--- config.mk ---
export PLATFORM = sky130hd
export DESIGN_NAME = positional_list_store
export DESIGN_NICKNAME = d
export VERILOG_FILES = /design/src/rtl/pls_pkg.sv /design/src/rtl/positional_list_store.sv /design/src/rtl/pls_cell.sv
export VERILOG_INCLUDE_DIRS = /design/src /design/src/rtl
export SDC_FILE = /design/constraint.sdc
export NUM_CORES = 2
export LEC_CHECK = 0
export ABC_AREA = 1
export BUFFER_PORTS_ARGS = -buffer_cell sky130_fd_sc_hd__buf_4
export CORE_ASPECT_RATIO = 1.2
export CORE_MARGIN = 2
export CORE_UTILIZATION = 40
export DETAILED_ROUTE_END_ITERATION = 6
export PLACE_DENSITY = 0.52
export SLEW_MARGIN = 20
export SYNTH_ARGS = -nofsm -noshare
export SYNTH_HDL_FRONTEND = slang
export SYNTH_SLANG_ARGS = --single-unit
--- constraint.sdc ---
create_clock -name aclk -period 9.09 [get_ports aclk]
set_input_delay 1.3635 -clock aclk [delete_from_list [all_inputs] [get_ports aclk]]
set_output_delay 1.3635 -clock aclk [all_outputs]
set_load 0.005 [all_outputs]
--- src/rtl/positional_list_store_defines.svh ---
// Assertion macros used by the positional list store top level.
// Depends on nothing; files that assert include it by bare name.
`ifndef POSITIONAL_LIST_STORE_DEFINES_SVH
`define POSITIONAL_LIST_STORE_DEFINES_SVH

// Check an expression at every clock edge outside reset
`define PLS_ASSERT_ALWAYS(label, expr, msg) \
    label: assert property (@(posedge aclk) disable iff (!aresetn) (expr)) \
        else $error(msg);

// Check that a condition implies another in the next cycle
`define PLS_ASSERT_NEXT(label, ante, cons, msg) \
    label: assert property (@(posedge aclk) disable iff (!aresetn) (ante) |=> (cons)) \
        else $error(msg);

`endif

--- src/rtl/pls_pkg.sv ---
// Shared types and constants for the positional list store.
// No dependencies; used by pls_cell and positional_list_store.
`default_nettype none

package pls_pkg;

    localparam int unsigned CAPACITY_DEF = 32;
    localparam int unsigned REQ_W        = 2;
    localparam int unsigned POS_W        = 6;
    localparam int unsigned VAL_W        = 32;
    localparam int unsigned LEN_W        = 6;

    // Request codes
    localparam logic [REQ_W-1:0] REQ_INSERT = 2'd0;
    localparam logic [REQ_W-1:0] REQ_DELETE = 2'd1;
    localparam logic [REQ_W-1:0] REQ_GET    = 2'd2;
    localparam logic [REQ_W-1:0] REQ_CLEAR  = 2'd3;

    // Command broadcast from the controller to every cell
    typedef struct packed {
        logic             insert_en;  // open a slot at pos_idx, shift later entries up
        logic             delete_en;  // close the slot at pos_idx, shift later entries down
        logic [POS_W-1:0] pos_idx;    // 0-based target slot
    } cell_op_t;

endpackage

`default_nettype wire

--- src/rtl/positional_list_store.sv ---
// Top level of the positional list store: request check, cell row, result register.
// Depends on pls_pkg, pls_cell and positional_list_store_defines.svh.
//
//  channel   direction  tdata (low bit up)                                tuser
//  s_axis    in         position[5:0], value[37:6], zero pad [39:38]       req_type[1:0]
//  m_axis    out        status[0], read_value[32:1], list_length[38:33],   none
//                       is_empty[39]
//
// Each request is applied in the cycle it is accepted: all cells shift or load
// together, and the result is captured in the output register at the same edge.
// Throughput is one request per cycle; the output register sets the stall:
// s_axis_tready drops only while a result is held and m_axis_tready is low.
// Reset clears the entry count and the output valid; entry contents are left as is.
`default_nettype none

`include "positional_list_store_defines.svh"

module positional_list_store #(
    parameter int unsigned CAPACITY = pls_pkg::CAPACITY_DEF
) (
    input  wire logic        aclk,
    input  wire logic        aresetn,
    input  wire logic        s_axis_tvalid,
    output logic             s_axis_tready,
    input  wire logic [39:0] s_axis_tdata,   // position[5:0], value[37:6], pad
    input  wire logic [1:0]  s_axis_tuser,   // req_type[1:0]
    output logic             m_axis_tvalid,
    input  wire logic        m_axis_tready,
    output logic      [39:0] m_axis_tdata    // status, read_value, list_length, is_empty
);

    localparam int unsigned CW = $clog2(CAPACITY + 1);
    localparam int unsigned EW = ((CW > pls_pkg::POS_W) ? CW : pls_pkg::POS_W) + 1;

    logic [pls_pkg::REQ_W-1:0] req_type;
    logic [pls_pkg::POS_W-1:0] position;
    logic [pls_pkg::VAL_W-1:0] value;
    logic                      accept;

    logic [CW-1:0] count_reg;
    logic [CW-1:0] count_next;
    logic [EW-1:0] cnt_ext;
    logic [EW-1:0] pos_ext;
    logic          err;
    logic          rd_en;

    pls_pkg::cell_op_t op;

    logic [pls_pkg::VAL_W-1:0] cell_data [CAPACITY];
    logic [pls_pkg::VAL_W-1:0] cell_hit  [CAPACITY];
    logic [pls_pkg::VAL_W-1:0] hit_or;

    logic                      m_valid_reg;
    logic                      m_valid_next;
    logic                      out_status_reg;
    logic [pls_pkg::VAL_W-1:0] out_value_reg;
    logic [pls_pkg::LEN_W-1:0] out_len_reg;
    logic                      out_empty_reg;

    assign req_type = s_axis_tuser;
    assign position = s_axis_tdata[5:0];
    assign value    = s_axis_tdata[37:6];

    // Take a new transaction whenever the result slot is free or draining
    assign s_axis_tready = !m_valid_reg || m_axis_tready;
    assign accept        = s_axis_tvalid && s_axis_tready;

    assign cnt_ext = EW'(count_reg);
    assign pos_ext = EW'(position);

    // Check the request against the current length
    always_comb begin
        err   = 1'b0;
        rd_en = 1'b0;
        case (req_type)
            pls_pkg::REQ_INSERT: begin
                err = (cnt_ext >= EW'(CAPACITY)) || (position == '0) ||
                      (pos_ext > cnt_ext + EW'(1));
            end
            pls_pkg::REQ_DELETE, pls_pkg::REQ_GET: begin
                err   = (count_reg == '0) || (position == '0) || (pos_ext > cnt_ext);
                rd_en = !err;
            end
            pls_pkg::REQ_CLEAR: begin
                err = 1'b0;
            end
            default: begin
                err = 1'b1;
            end
        endcase
    end

    // Broadcast the shift command to the cell row
    assign op.insert_en = accept && (req_type == pls_pkg::REQ_INSERT) && !err;
    assign op.delete_en = accept && (req_type == pls_pkg::REQ_DELETE) && !err;
    assign op.pos_idx   = position - pls_pkg::POS_W'(1);

    // Update the length
    always_comb begin
        count_next = count_reg;
        if (accept) begin
            if (op.insert_en) begin
                count_next = count_reg + CW'(1);
            end else if (op.delete_en) begin
                count_next = count_reg - CW'(1);
            end else if (req_type == pls_pkg::REQ_CLEAR) begin
                count_next = '0;
            end
        end
    end

    // Row of cells, each linked to both neighbors
    for (genvar i = 0; i < CAPACITY; i++) begin : g_cell
        logic [pls_pkg::VAL_W-1:0] left_d;
        logic [pls_pkg::VAL_W-1:0] right_d;

        if (i == 0) begin : g_first
            assign left_d = '0;
        end else begin : g_mid_l
            assign left_d = cell_data[i-1];
        end

        if (i == CAPACITY - 1) begin : g_last
            assign right_d = '0;
        end else begin : g_mid_r
            assign right_d = cell_data[i+1];
        end

        pls_cell #(
            .IDX (i)
        ) u_cell (
            .aclk       (aclk),
            .op         (op),
            .ins_value  (value),
            .left_data  (left_d),
            .right_data (right_d),
            .data_q     (cell_data[i]),
            .hit_data   (cell_hit[i])
        );
    end

    // Merge the addressed cell's entry; at most one cell is hit
    always_comb begin
        hit_or = '0;
        for (int i = 0; i < CAPACITY; i++) begin
            hit_or = hit_or | cell_hit[i];
        end
    end

    always_comb begin
        m_valid_next = m_valid_reg;
        if (accept) begin
            m_valid_next = 1'b1;
        end else if (m_axis_tready) begin
            m_valid_next = 1'b0;
        end
    end

    // Control state
    always_ff @(posedge aclk) begin
        if (!aresetn) begin
            count_reg   <= '0;
            m_valid_reg <= 1'b0;
        end else begin
            count_reg   <= count_next;
            m_valid_reg <= m_valid_next;
        end
    end

    // Hold the result until taken
    always_ff @(posedge aclk) begin
        if (accept) begin
            out_status_reg <= err;
            out_value_reg  <= rd_en ? hit_or : '0;
            out_len_reg    <= pls_pkg::LEN_W'(count_next);
            out_empty_reg  <= (count_next == '0);
        end
    end

    assign m_axis_tvalid = m_valid_reg;
    assign m_axis_tdata  = {out_empty_reg, out_len_reg, out_value_reg, out_status_reg};

    // Checks
    `PLS_ASSERT_ALWAYS(a_count_bound, count_reg <= CW'(CAPACITY),
        "entry count exceeds capacity")
    `PLS_ASSERT_NEXT(a_insert_grows, op.insert_en, count_reg == $past(count_reg) + CW'(1),
        "successful insert did not grow the list")
    `PLS_ASSERT_NEXT(a_delete_shrinks, op.delete_en, count_reg == $past(count_reg) - CW'(1),
        "successful delete did not shrink the list")
    `PLS_ASSERT_ALWAYS(a_err_no_data, !(m_valid_reg && out_status_reg) || out_value_reg == '0,
        "failed request returned data")

endmodule

`default_nettype wire

--- src/rtl/pls_cell.sv ---
// One slot of the list: holds an entry and trades it with its neighbors.
// Depends on pls_pkg.
`default_nettype none

module pls_cell #(
    parameter int unsigned IDX = 0
) (
    input  wire logic                      aclk,
    input  wire pls_pkg::cell_op_t         op,
    input  wire logic [pls_pkg::VAL_W-1:0] ins_value,
    input  wire logic [pls_pkg::VAL_W-1:0] left_data,
    input  wire logic [pls_pkg::VAL_W-1:0] right_data,
    output logic      [pls_pkg::VAL_W-1:0] data_q,
    output logic      [pls_pkg::VAL_W-1:0] hit_data
);

    localparam int unsigned IW    = $clog2(IDX + 2);
    localparam int unsigned CMP_W = (IW > pls_pkg::POS_W) ? IW : pls_pkg::POS_W;
    localparam logic [CMP_W-1:0] MY_IDX = CMP_W'(IDX);

    logic [pls_pkg::VAL_W-1:0] data_reg;
    logic [pls_pkg::VAL_W-1:0] data_next;
    logic [CMP_W-1:0]          pos_ext;
    logic                      at_pos;
    logic                      past_pos;

    assign pos_ext  = CMP_W'(op.pos_idx);
    assign at_pos   = (MY_IDX == pos_ext);
    assign past_pos = (MY_IDX > pos_ext);

    // Pick the new entry: own value, neighbor's value or the inserted value
    always_comb begin
        data_next = data_reg;
        if (op.insert_en) begin
            if (at_pos) begin
                data_next = ins_value;
            end else if (past_pos) begin
                data_next = left_data;
            end
        end else if (op.delete_en) begin
            if (at_pos || past_pos) begin
                data_next = right_data;
            end
        end
    end

    always_ff @(posedge aclk) begin
        data_reg <= data_next;
    end

    assign data_q   = data_reg;
    // Offer the entry to the read reduction when addressed
    assign hit_data = at_pos ? data_reg : '0;

endmodule

`default_nettype wire

======== After elaboration in Yosys (flattened, before gate mapping) ========
Index checks and enable logic that the tools add are counted.
word-level totals
  word-level logic and storage cells ...... 491
  bits of input ports ..................... 46
  output and inout bits ................... 42
  register bits ........................... 1071
operators by class
  reductions and logical operators ........ 117
  magnitude comparators ................... 35
  muxes and demuxes ....................... 200
  bitwise operators ....................... 31
  equal/unequal tests ..................... 66
  add/subtract/negate cells ............... 4
operators by type and width
  operator                                                       count
  2-to-1 mux 32 bit                                              192
  bitwise OR 32 bit                                              31
  == test 5 x 6 -> 1 bit (first input constant)                  16
  greater-than comparator 5 x 6 -> 1 bit (first input constant)  16
  AND reduction 3 bit                                            32
  inequality test 3 x 1 -> 1 bit (second input constant)         31
  nonzero test 2 bit                                             34
  == test 4 x 6 -> 1 bit (first input constant)                  8
  greater-than comparator 4 x 6 -> 1 bit (first input constant)  8
  logical OR 1 bit                                               37
  == test 3 x 6 -> 1 bit (first input constant)                  4
  greater-than comparator 3 x 6 -> 1 bit (first input constant)  4
  zero test 6 bit                                                4
  2-to-1 mux 6 bit                                               4
  == test 2 x 6 -> 1 bit (first input constant)                  2
  greater-than comparator 1 x 6 -> 1 bit (first input constant)  2
  greater-than comparator 2 x 6 -> 1 bit (first input constant)  2
  subtractor 6 x 1 -> 6 bit (second input constant)              2
  adder 6 x 1 -> 7 bit (second input constant)                   1
  greater-than comparator 6 x 7 -> 1 bit                         1
  adder 6 x 1 -> 6 bit (second input constant)                   1
  == test 1 x 6 -> 1 bit (first input constant)                  1
  >= comparator 6 bit (second input constant)                    1
  greater-than comparator 6 bit                                  1
  other kinds (9)                                                18

======== Depth between registers and ports, before layout ========
  word-level depth ........................ 34
  gate-level depth with buffers ........... 25
  mapped depth without buffers ............ 21

======== Cells and area by module ========
Synthesis repeated with hierarchy kept, for this count alone.
second synthesis, totals
  cell total of the unflattened synthesis .. 11885
  area, all modules ....................... 78873.1 sq um
by module, submodules not included
  module                             instances  area each (sq um)  cells an instance  sequential area each (sq um)
  positional_list_store              1          4682.0             617                1341.3
  pls_cell at g_cell[24].u_cell ...  2          2322.2             352                960.9
  pls_cell at g_cell[26].u_cell      1          2346.0             354                960.9
  pls_cell at g_cell[19].u_cell      1          2342.2             352                960.9
  pls_cell at g_cell[7].u_cell       1          2337.2             351                960.9
  pls_cell at g_cell[22].u_cell      1          2336.0             355                960.9
  pls_cell at g_cell[10].u_cell      1          2334.7             353                960.9
  pls_cell at g_cell[20].u_cell      1          2333.5             353                960.9
  pls_cell at g_cell[2].u_cell       1          2333.5             351                960.9
  pls_cell at g_cell[12].u_cell      1          2332.2             351                960.9
  pls_cell at g_cell[6].u_cell       1          2331.0             355                960.9
  pls_cell at g_cell[25].u_cell      1          2328.5             352                960.9
  pls_cell at g_cell[18].u_cell      1          2327.2             357                960.9
  pls_cell at g_cell[8].u_cell       1          2326.0             352                960.9
  +18 rows                           --         --                 --                 --

======== Least setup slack after synthesis ========
OpenSTA, ideal clock, no wires.
  path type ............................... in2reg
  start point ............................. input port s_axis_tdata[2]
  end point ............................... register g_cell[12].u_cell.data_reg (netlist bit g_cell[12].u_cell.data_q[0]) (enable)
  data arrival time ....................... 5803 ps
  buffers on the path ..................... 0
  slack ................................... 2856 ps
  setup time .............................. 432 ps
  required time ........................... 8658 ps
  cell stages on the path ................. 14
  path through ............................ ha_1 a21oi_1 nand2_1 nand2_1 nand2_1 nand2_1 nand2_1 nand2_2 nand2_2 inv_2 o21ai_1 nor2_1 inv_1 a21oi_1
between the ends
  cells in the longest elaborated chain, start to end .. 8
  elaborated cells on any way between the ends .. 19
  those cells by class .................... 1 x add/sub; 3 x order compare; 2 x eq/ne; 1 x mux; 12 x reduce/logical
ends and longest elaborated chain
  item                                                                                            line                                                      RTL
  start, declared                                                                                 positional_list_store.sv:25                               input wire logic [39:0] s_axis_tdata,
  parallel branches: the longest is 3 deep, another holds greater-than comparator 6 x 7 -> 1 bit  --
  one-hot mux 1 bit (3 select lines) *                                                            positional_list_store.sv:75                               case (req_type)
  net err                                                                                         positional_list_store.sv:44                               logic err;
  zero test 1 bit *                                                                               positional_list_store.sv:94, positional_list_store.sv:95
  logical AND 1 bit, on equally long branches                                                     positional_list_store.sv:94, positional_list_store.sv:95
  inequality test 3 x 1 -> 1 bit (no source line) or nonzero test 2 bit (tied branches)           --
  AND reduction 3 bit (no source line) *                                                          --
  end signal, assigned                                                                            pls_cell.sv:48                                            data_reg <= data_next;
  end, declared                                                                                   pls_cell.sv:21                                            logic [pls_pkg::VAL_W-1:0] data_reg;
Mark *: on every way through the listed nets, which the timed path passes.
A chain may end at the register's enable or synchronous reset.

======== Worst setup path after layout ========
  start point ............................. register count_reg[1]
  end point ............................... register g_cell[30].u_cell.data_reg (netlist bit g_cell[30].u_cell.data_q[14]) (enable)
between the ends
  cells in the longest elaborated chain, start to end .. 8
  elaborated cells on any way between the ends .. 17
  those cells by class .................... 1 x add/sub; 3 x order compare; 1 x eq/ne; 1 x mux; 11 x reduce/logical
ends and longest elaborated chain
  item                                                                                   line                                                      RTL
  start, declared                                                                        positional_list_store.sv:40                               logic [CW-1:0] count_reg;
  start signal, assigned                                                                 positional_list_store.sv:165                              count_reg <= count_next;
  adder 6 x 1 -> 7 bit, or another cell as far along                                     positional_list_store.sv:78                               (pos_ext > cnt_ext + EW'(1));
  greater-than comparator 6 x 7 -> 1 bit, or another cell as far along                   positional_list_store.sv:78
  logical OR 1 bit, on equally long branches                                             positional_list_store.sv:77, positional_list_store.sv:81
  one-hot mux 1 bit (3 select lines) *                                                   positional_list_store.sv:75
  net err                                                                                positional_list_store.sv:44
  zero test 1 bit *                                                                      positional_list_store.sv:94, positional_list_store.sv:95
  logical AND 1 bit, on equally long branches                                            positional_list_store.sv:94, positional_list_store.sv:95
  inequality test 3 x 1 -> 1 bit (no source line) or nonzero test 2 bit (tied branches)  --
  AND reduction 3 bit (no source line) *                                                 --
  end signal, assigned                                                                   pls_cell.sv:48
  end, declared                                                                          pls_cell.sv:21
Mark *: on every way through the listed nets, which the timed path passes. The rest lies on a longest branch.

==> flow_metrics.env <==
export IMPL_hold_buffers=0
export IMPL_num_rows=158
export IMPL_path_class="flop to flop"
export IMPL_wl_per_cell_um=28.4
export IMPL_max_clock_path_buffers=3
export IMPL_yosysWarnings=0
export IMPL_grt_start_max_net_pins=242
export IMPL_status="complete, but fails checks"
export IMPL_ioPinCount=88
export IMPL_cts_inserted_buffers=119
export IMPL_use_met1_pct=44.2
export IMPL_worst_endpoint_required_ps=9510
export IMPL_hold_viol_final=0
export IMPL_finalClockSkew_ps=38.2
export IMPL_yosys_top_cells_count="3329 x nand2_1, 1259 x o21ai_0, 1064 x edfxtp_1"
export IMPL_nets=7589
export IMPL_worst_slew_pin_slew_ps=1200
export IMPL_busiest_layer="met2"
export IMPL_htree_num_levels=3
export IMPL_area_growth_pct=9.41
export IMPL_p_leak_nw=24.9
export IMPL_vias_per_cell=5.93
export IMPL_postRouteAntennaNets=0
export IMPL_clk_latency_ps=790
export IMPL_grt_pass1_wl_mm=387
export IMPL_die_area_sq_um=159000
export IMPL_end_kind="flop"
export IMPL_cp_start_kind="flop"
export IMPL_num_vias=57600
export IMPL_track_usage_pct=34.0
export IMPL_period_share_pct=63.6
export IMPL_synth_cells=7829
export IMPL_postCtsSetupRepairBufs=0
export IMPL_cap_violations=0
export IMPL_port_buffers=85
export IMPL_mappedNetlistArea_sq_um=62200
export IMPL_cts_resized=0
export IMPL_synth_edff_count=1064
export IMPL_first_iter_violations=8495
export IMPL_synth_nets=7898
export IMPL_arrival_ps=6200
export IMPL_fin_setup_tns_ps=0
export IMPL_rsz0062_at_grt="no"
export IMPL_setup_viol=0
export IMPL_routed_wirelength_mm=276
export IMPL_synth_area_per_cell_sq_um=7.94
export IMPL_cellPowerDensity_nw_per_um2=172
export IMPL_hpwl_mm=159
export IMPL_grtUsageMet2_pct=54.2
export IMPL_slew_viol_final=0
export IMPL_clk_pin_slew_worst_paths_ps=60
export IMPL_root_buffer="clkbuf_16"
export IMPL_violations="DRC"
export IMPL_place_congestion=0.906
export IMPL_hold_class="flop to flop"
export IMPL_synth_main_ff_cell="edfxtp_1"
export IMPL_relSlewSlack_pct=19.6
export IMPL_crit_fanout=33
export IMPL_netlist_top_cell_by_area="edfxtp_1"
export IMPL_synthDistinctLibCells=36
export IMPL_synth_seq_cells=1071
export IMPL_fin_util_pct=44.1
export IMPL_antenna_found_initial=27
export IMPL_cts_tree="done"
export IMPL_die_y_um=436
export IMPL_drive_gt1_share_pct=6.42
export IMPL_cts_num_sinks=1071
export IMPL_yosysMostFrequentCell="nand2_1"
export IMPL_fp_dieW_um=364
export IMPL_async_reset_ff_share_pct=0
export IMPL_synth_area_leaders="edfxtp_1 51%, nand2_1 20%, o21ai_0 10%"
export IMPL_start_util_pct=40.3
export IMPL_synth_seq_area_share_pct=51.6
export IMPL_use_met3_pct=5.04
export IMPL_ir_drop_uv=135
export IMPL_grt_overflow=0
export IMPL_largest_reg_flops=1024
export IMPL_synth_top_area_share_pct=51.4
export IMPL_final_min_clock_period_ps=5780
export IMPL_first_pass_iters=7
export IMPL_core_area_sq_um=154000
export IMPL_fmax_ghz=0.173
export IMPL_grt_pass1_vias=52700
export IMPL_drc=9
## kinds of logic after synthesis
family,count (synthesis),share of synthesized area [%]
adders and majority gates,23,0.463
buffers and inverters,900,6.35
AOI/OAI and AO/OA,1926,16.9
DFF,1071,51.6
and+or+nand+nor,3900,24.5
xor gates and xnor gates,9,0.157
## layer usage
metal | vias to the layer above | part of all wire, %
met5 | - | 0.0073
met4 | 4 | 6.1
met3 | 622 | 9.6
met2 | 3401 | 46
met1 | 27800 | 38
li1 | 25800 | -
## placed cells by master (no fill, tap or decap), drive strengths merged, types with 5 or more instances in the layout
| master | n |
|---|---|
| clkinvlp | 5 |
| o31ai | 31 |
| clkbuf | 158 |
| nor2 | 334 |
| inv | 260 |
| diode | 18 |
| dfxtp | 7 |
| a2bb2oi | 127 |
| o21ai | 1440 |
| clkinv | 46 |
| nand4 | 135 |
| o211ai | 78 |
| a21oi | 213 |
| a22oi | 33 |
| nand3 | 84 |
| buf | 211 |
| bufinv | 12 |
| edfxtp | 1064 |
| ha | 23 |
| xor2 | 9 |
| nand2 | 3341 |
## critical path, cell delays in order (launching register included)
cell	delay (ps)
dfxtp_1	450
ha_1	230
nand3_1	90
xor2_1	360
ha_1	330
nand2_1	60
nand2_1	50
a21oi_1	120
nand2_1	70
nand2_1	70
nand2_1	70
nand2_2	140
nand2_2	80
inv_2	150
o21ai_4	70
buf_4	340
nor2_4	160
buf_4	700
inv_1	260
a31oi_4	970
buf_4	550
## area by class of cell
class,instances,area (sq um)
clock buffers,158,3220
repair buffers,211,1820
clock inverters,64,627
well taps,2080,2600
flip-flops and latches,1071,32100
inverters,259,990
multi-input cells,5858,26600
diodes,18,45.0
fillers,15500,86400
## final timing paths
path | from | to | slack [ps] | cells after the start
worst max-delay path | count_reg[1] | g_cell[30].u_cell.data_q[14] | 3310 | 20
worst min-delay path | m_axis_tvalid | m_axis_tvalid | 520 | 2
worst max register to register | count_reg[1] | g_cell[30].u_cell.data_q[14] | 3310 | 20
worst min register to register | m_axis_tvalid | m_axis_tvalid | 520 | 2
## where the power goes
group          internal [mW]  switching, mW  leakage [nW]
combinational          0.248          0.759          13.3
clock                   2.81           2.21          1.88
sequential              5.56         0.0759          9.73
total                   8.62           3.05          24.9
## metrics by stage
step	power [mW]	instance area, sq um	hold slack [ps]	worst slack, ps	std cells
detailed placement	6.72	64100	520	2750	9479
floorplan	6.31	62200	525	2860	7829
finish	11.7	68000	522	3310	9719
CTS	11.7	68000	528	3310	9701
global route	12.0	68000	539	3200	9717
global placement	6.71	64100	507	2870	9479
Note: power is estimated with default switching activity, not from simulation.
